### src/twrm_pkg.sv
`timescale 1ns / 1ps
// ----------------------------------------------------------------------------
// twrm_pkg
// Shared constants and control/status types of the time window running max.
// ----------------------------------------------------------------------------
package twrm_pkg;

  localparam int unsigned DEPTH   = 1024;
  localparam int unsigned AW      = $clog2(DEPTH);
  localparam int unsigned CW      = $clog2(DEPTH + 1);
  localparam int unsigned TIME_W  = 62;
  localparam int unsigned PRICE_W = 40;
  localparam int unsigned WIN_W   = 16;
  localparam int unsigned SPAN_W  = 42;
  localparam int unsigned CHG_W   = 32;
  localparam int unsigned FRAC_W  = 24;
  localparam int unsigned NUM_W   = PRICE_W + FRAC_W;
  localparam int unsigned IN_W    = 104;
  localparam int unsigned OUT_W   = 80;

  localparam logic [25:0]       USEC_PER_MIN = 26'd60000000;
  localparam logic [WIN_W-1:0]  WIN_RESET    = 16'd120;
  localparam logic [CHG_W-1:0]  CHANGE_MAX   = 32'h7FFF_FFFF;
  localparam logic [CHG_W-1:0]  ONE_Q24      = 32'h0100_0000;
  localparam logic [NUM_W-1:0]  Q_LIMIT      = 64'h0000_0000_80FF_FFFF;

  typedef struct packed {
    logic accept;
    logic exp_pop;
    logic store;
    logic scan;
    logic finish;
  } cmd_t;

  typedef struct packed {
    logic count_zero;
    logic expired;
    logic scan_done;
    logic div_done;
    logic out_free;
  } status_t;

endpackage

### src/twrm_ctrl.sv
`timescale 1ns / 1ps
// ----------------------------------------------------------------------------
// twrm_ctrl
// Per-sample sequencer: expire, store, scan, divide, deliver.
// ----------------------------------------------------------------------------
module twrm_ctrl import twrm_pkg::*; (
  input  logic    clk_i,
  input  logic    rst_ni,
  input  logic    in_valid_i,
  output logic    in_ready_o,
  input  status_t sts_i,
  output cmd_t    cmd_o
);

  typedef enum logic [6:0] {
    S_IDLE    = 7'b0000001,
    S_EXP_RD  = 7'b0000010,
    S_EXP_CHK = 7'b0000100,
    S_STORE   = 7'b0001000,
    S_SCAN    = 7'b0010000,
    S_DIV     = 7'b0100000,
    S_DONE    = 7'b1000000
  } state_e;

  state_e state_q, state_d;

  assign in_ready_o = (state_q == S_IDLE);

  always_comb begin
    state_d = state_q;
    cmd_o   = '0;
    case (state_q)
      S_IDLE: begin
        if (in_valid_i) begin
          cmd_o.accept = 1'b1;
          state_d      = S_EXP_RD;
        end
      end
      S_EXP_RD: begin
        if (sts_i.count_zero) begin
          state_d = S_STORE;
        end else begin
          state_d = S_EXP_CHK;
        end
      end
      S_EXP_CHK: begin
        if (sts_i.expired) begin
          cmd_o.exp_pop = 1'b1;
          state_d       = S_EXP_RD;
        end else begin
          state_d = S_STORE;
        end
      end
      S_STORE: begin
        cmd_o.store = 1'b1;
        state_d     = S_SCAN;
      end
      S_SCAN: begin
        cmd_o.scan = 1'b1;
        if (sts_i.scan_done) begin
          state_d = S_DIV;
        end
      end
      S_DIV: begin
        if (sts_i.div_done) begin
          state_d = S_DONE;
        end
      end
      S_DONE: begin
        if (sts_i.out_free) begin
          cmd_o.finish = 1'b1;
          state_d      = S_IDLE;
        end
      end
      default: begin
        state_d = S_IDLE;
      end
    endcase
  end

  always_ff @(posedge clk_i or negedge rst_ni) begin
    if (!rst_ni) begin
      state_q <= S_IDLE;
    end else begin
      state_q <= state_d;
    end
  end

endmodule

### config.mk
export PLATFORM = sky130hd
export DESIGN_NAME = twrm_ctrl
export DESIGN_NICKNAME = d
export VERILOG_FILES = /design/src/twrm_pkg.sv /design/src/twrm_ctrl.sv
export SDC_FILE = /design/constraint.sdc
export NUM_CORES = 1
export LEC_CHECK = 0
export BUFFER_PORTS_ARGS = -buffer_cell sky130_fd_sc_hd__buf_2
export CAP_MARGIN = 20
export CELL_PAD_IN_SITES_DETAIL_PLACEMENT = 0
export CELL_PAD_IN_SITES_GLOBAL_PLACEMENT = 2
export CORE_AREA = 3 3 45 47
export CTS_BUF_LIST = sky130_fd_sc_hd__clkbuf_2 sky130_fd_sc_hd__clkbuf_4 sky130_fd_sc_hd__clkbuf_8
export DETAILED_ROUTE_END_ITERATION = 16
export DIE_AREA = 0 0 48 50
export HOLD_SLACK_MARGIN = 0.05
export PLACE_DENSITY_LB_ADDON = 0.1
export SLEW_MARGIN = 40
export SYNTH_ARGS = -nofsm -noshare
export SYNTH_HDL_FRONTEND = slang
export SYNTH_SLANG_ARGS = --single-unit
### constraint.sdc
create_clock -name clk_i -period 1.7 [get_ports clk_i]
set_input_delay 0.085 -clock clk_i [delete_from_list [all_inputs] [get_ports clk_i]]
set_output_delay 0.085 -clock clk_i [all_outputs]
set_load 0.05 [all_outputs]
==> results.json <==
{
  "status": "complete, but fails checks",
  "violations": "negative setup slack",
  "coreArea_um2": 1690,
  "numCtsBuffers": 3,
  "crit_buf_inv": 1,
  "first_iter_violations": 10,
  "p_leak_nw": 0.385,
  "setup_viol": 2,
  "grt_first_pass_wirelength_um": 2050,
  "worst_path_largest_cell_delay_ns": 0.56,
  "drive_gt1_share_pct": 45.6,
  "combPwrFrac_pct": 59.1,
  "report.final.slew_viol_count": 0,
  "fin_skew_ns": 0.00927,
  "worst_path_max_delay_cell": "or4_4",
  "fmax_ghz": 0.540,
  "setup_ws_ns": -0.151,
  "crit_family": "simple AND/OR/NAND/NOR gates",
  "grt_setup_unrepaired": "true",
  "cp.required_ns": 1.62,
  "routabilityCongestion": 0.688,
  "critPathMaxFanout": 2,
  "start_kind": "flop",
  "area_growth_pct": 56.9,
  "hold_class": "input pin to flop",
  "io_pins": 14,
  "holdWs_ns": 0.0717,
  "synth-edff-count": 0,
  "pre_cts_ws_ns": 0.0121,
  "async_reset_ff_share_pct": 100,
  "critPathArrivalTime_ns": 1.77,
  "maxCapViolations": 0,
  "worst_pin_slew_ns": 0.394,
  "largest_reg_flops": 7,
  "antenna_found_initial": 0,
  "vias": 474,
  "die_w_um": 48,
  "netSwitchingFraction_pct": 41.4,
  "slew_headroom_pct": 73.4,
  "antenna_left": 0,
  "cts-htree-levels": 1,
  "ys_ff_latch": 7,
  "hold_violations": 0,
  "fin_crit_ns": 1.85,
  "clk_pin_slew_ns": 0.06,
  "diodes": 0,
  "cts_tree": "done",
  "reg_top3": "state_q (7)",
  "max-clock-path-buffers": 2,
  "synth_ff_type": "dfrtp_1",
  "clk_latency_ns": 0.25,
  "critical_path.cell_chain": "or4_4 > nor4b_4 > and2_4 > buf_8",
  "syn_area_per_cell_um2": 9.26,
  "path_class": "flop to output port",
  "cp-end-kind": "output port",
  "synth_area_um2": 482,
  "drt-vias-per-instance": 4.94,
  "yosys_warnings": 0,
  "die_area_um2": 2400,
  "power_switching_mw": 0.414,
  "drc_errors": 0,
  "pwr-share-seq_pct": 23.9,
  "post_drt_wl_per_cell_um": 12.8,
  "ys_seq_area_share_pct": 36.6,
  "grt-ovfl-total": 0,
  "cts_root_buf": "clkbuf_4",
  "cts.sinks": 7,
  "hpwl_um": 995,
  "peakVddDrop_mv": 0.726,
  "io_buffers": 13,
  "top_register": "state_q",
  "grt_max_degree": 8,
  "reg2reg_slack_ns": 0.14,
  "grt_use_total_pct": 12.2,
  "timing.final.crit_share_pct": 109,
  "fin_area_um2": 756,
  "fin_nets": 88,
  "synth_nets": 60,
  "p_per_area_nw_per_um2": 1320,
  "p_int_mw": 0.586,
  "row_count": 15,
  "post_dp_cell_area_um2": 631,
  "netlist_instances": 52,
  "start_util_pct": 28.5,
  "wirelength_um": 1230,
  "die_h_um": 50,
  "grt_pass1_vias": 487,
  "clock_power_share_pct": 17.0,
  "ys_types": 29,
  "drt-pass1-iter-count": 3,
  "power_mw": 1.00
}
-- worst register-to-register path, delay by kind of cell, from the launching register on --
family | cells | cell delay, ns
simple gates | 4 | 1.11
flops | 1 | 0.37
-- power by group through the flow --
stage          sequential (mW)  combinational [mW]  clock, mW
2_1_floorplan            0.247               0.355          0
3_3_place_gp             0.238               0.516          0
3_5_place_dp             0.242               0.504          0
4_1_cts                  0.240               0.547      0.172
5_1_grt                  0.241               0.638      0.186
6_report                 0.239               0.591      0.170
-- per-stage QoR --
| stage | util [%] | std cells | TNS (ns) |
|---|---|---|---|
| floorplan | - | 52 | -0.145 |
| global placement | 37.3 | 88 | 0 |
| detailed placement | 37.3 | 88 | 0 |
| CTS | 43.3 | 96 | -0.272 |
| global route | 44.7 | 96 | -0.470 |
| finish | 44.7 | 96 | -0.226 |
-- layout by cell type (no fill, tap or decap), types with 2 or more instances in the layout --
cell	n
nor2b_1	2
nand2_1	4
buf_6	2
and3_1	2
nor4b_4	2
buf_8	2
dlygate4sd3_1	3
buf_4	8
inv_1	5
nor3b_1	2
nor2_1	5
buf_2	9
dfrtp_1	6
a22oi_1	2
clkbuf_4	4
-- worst paths after layout --
path,startpoint,end,cells after the start
setup / recovery,state_q[0],cmd_o[3],4
hold / removal,in_valid_i,state_q[0],4
setup reg to reg,state_q[0],state_q[1],4
hold reg to reg,state_q[4],state_q[6],2
max in group asynchronous,rst_ni,state_q[0],2
min in group asynchronous,rst_ni,state_q[3],2
-- cell families (layout without fill, tap and decap cells) --
family,after synthesis,in the layout,share of synthesized area (%)
flops,7,7,36.6
buf+inv,6,33,4.93
simple gates,28,28,39.7
xor+xnor,1,1,1.82
compound gates,10,10,16.9
-- routing by layer --
layer | vias up | global-route usage (%) | part of all wire [%]
li1 | 245 | - | -
met1 | 218 | 16.6 | 49
met2 | 9 | 17.0 | 47
met3 | 2 | 3.28 | 2.0
met4 | 0 | 6.73 | 1.7
met5 | - | 0 | 0
-- timing repair --
item                                    4_1_cts  5_1_grt
hold buffers                                  3        0
gates cloned                                  0        0
pin swaps                                     1        1
endpoints found under the hold margin         9        0
gates resized for setup                      10        5
setup buffers                                 1        0
endpoints found under the setup margin        4        5
-- cell type report --
class                   count  area, µm²
multi-input cells          39        322
flip-flops and latches      7        176
repair buffers             24        188
inverters                   5       18.8
fillers                   172        933
clock buffers               4       30.0
well taps                  17       21.3
-- synth_stat cells, types with 2 or more instances --
cell,instances,share of area [%]
dfrtp_1,6,31
nor2_1,6,4.7
inv_1,5,3.9
nor2b_1,3,3.9
a22oi_1,2,3.1
and3_1,3,3.9
nand2_1,4,3.1
nor3b_1,2,3.1
Power figures use the tool's default switching activity.
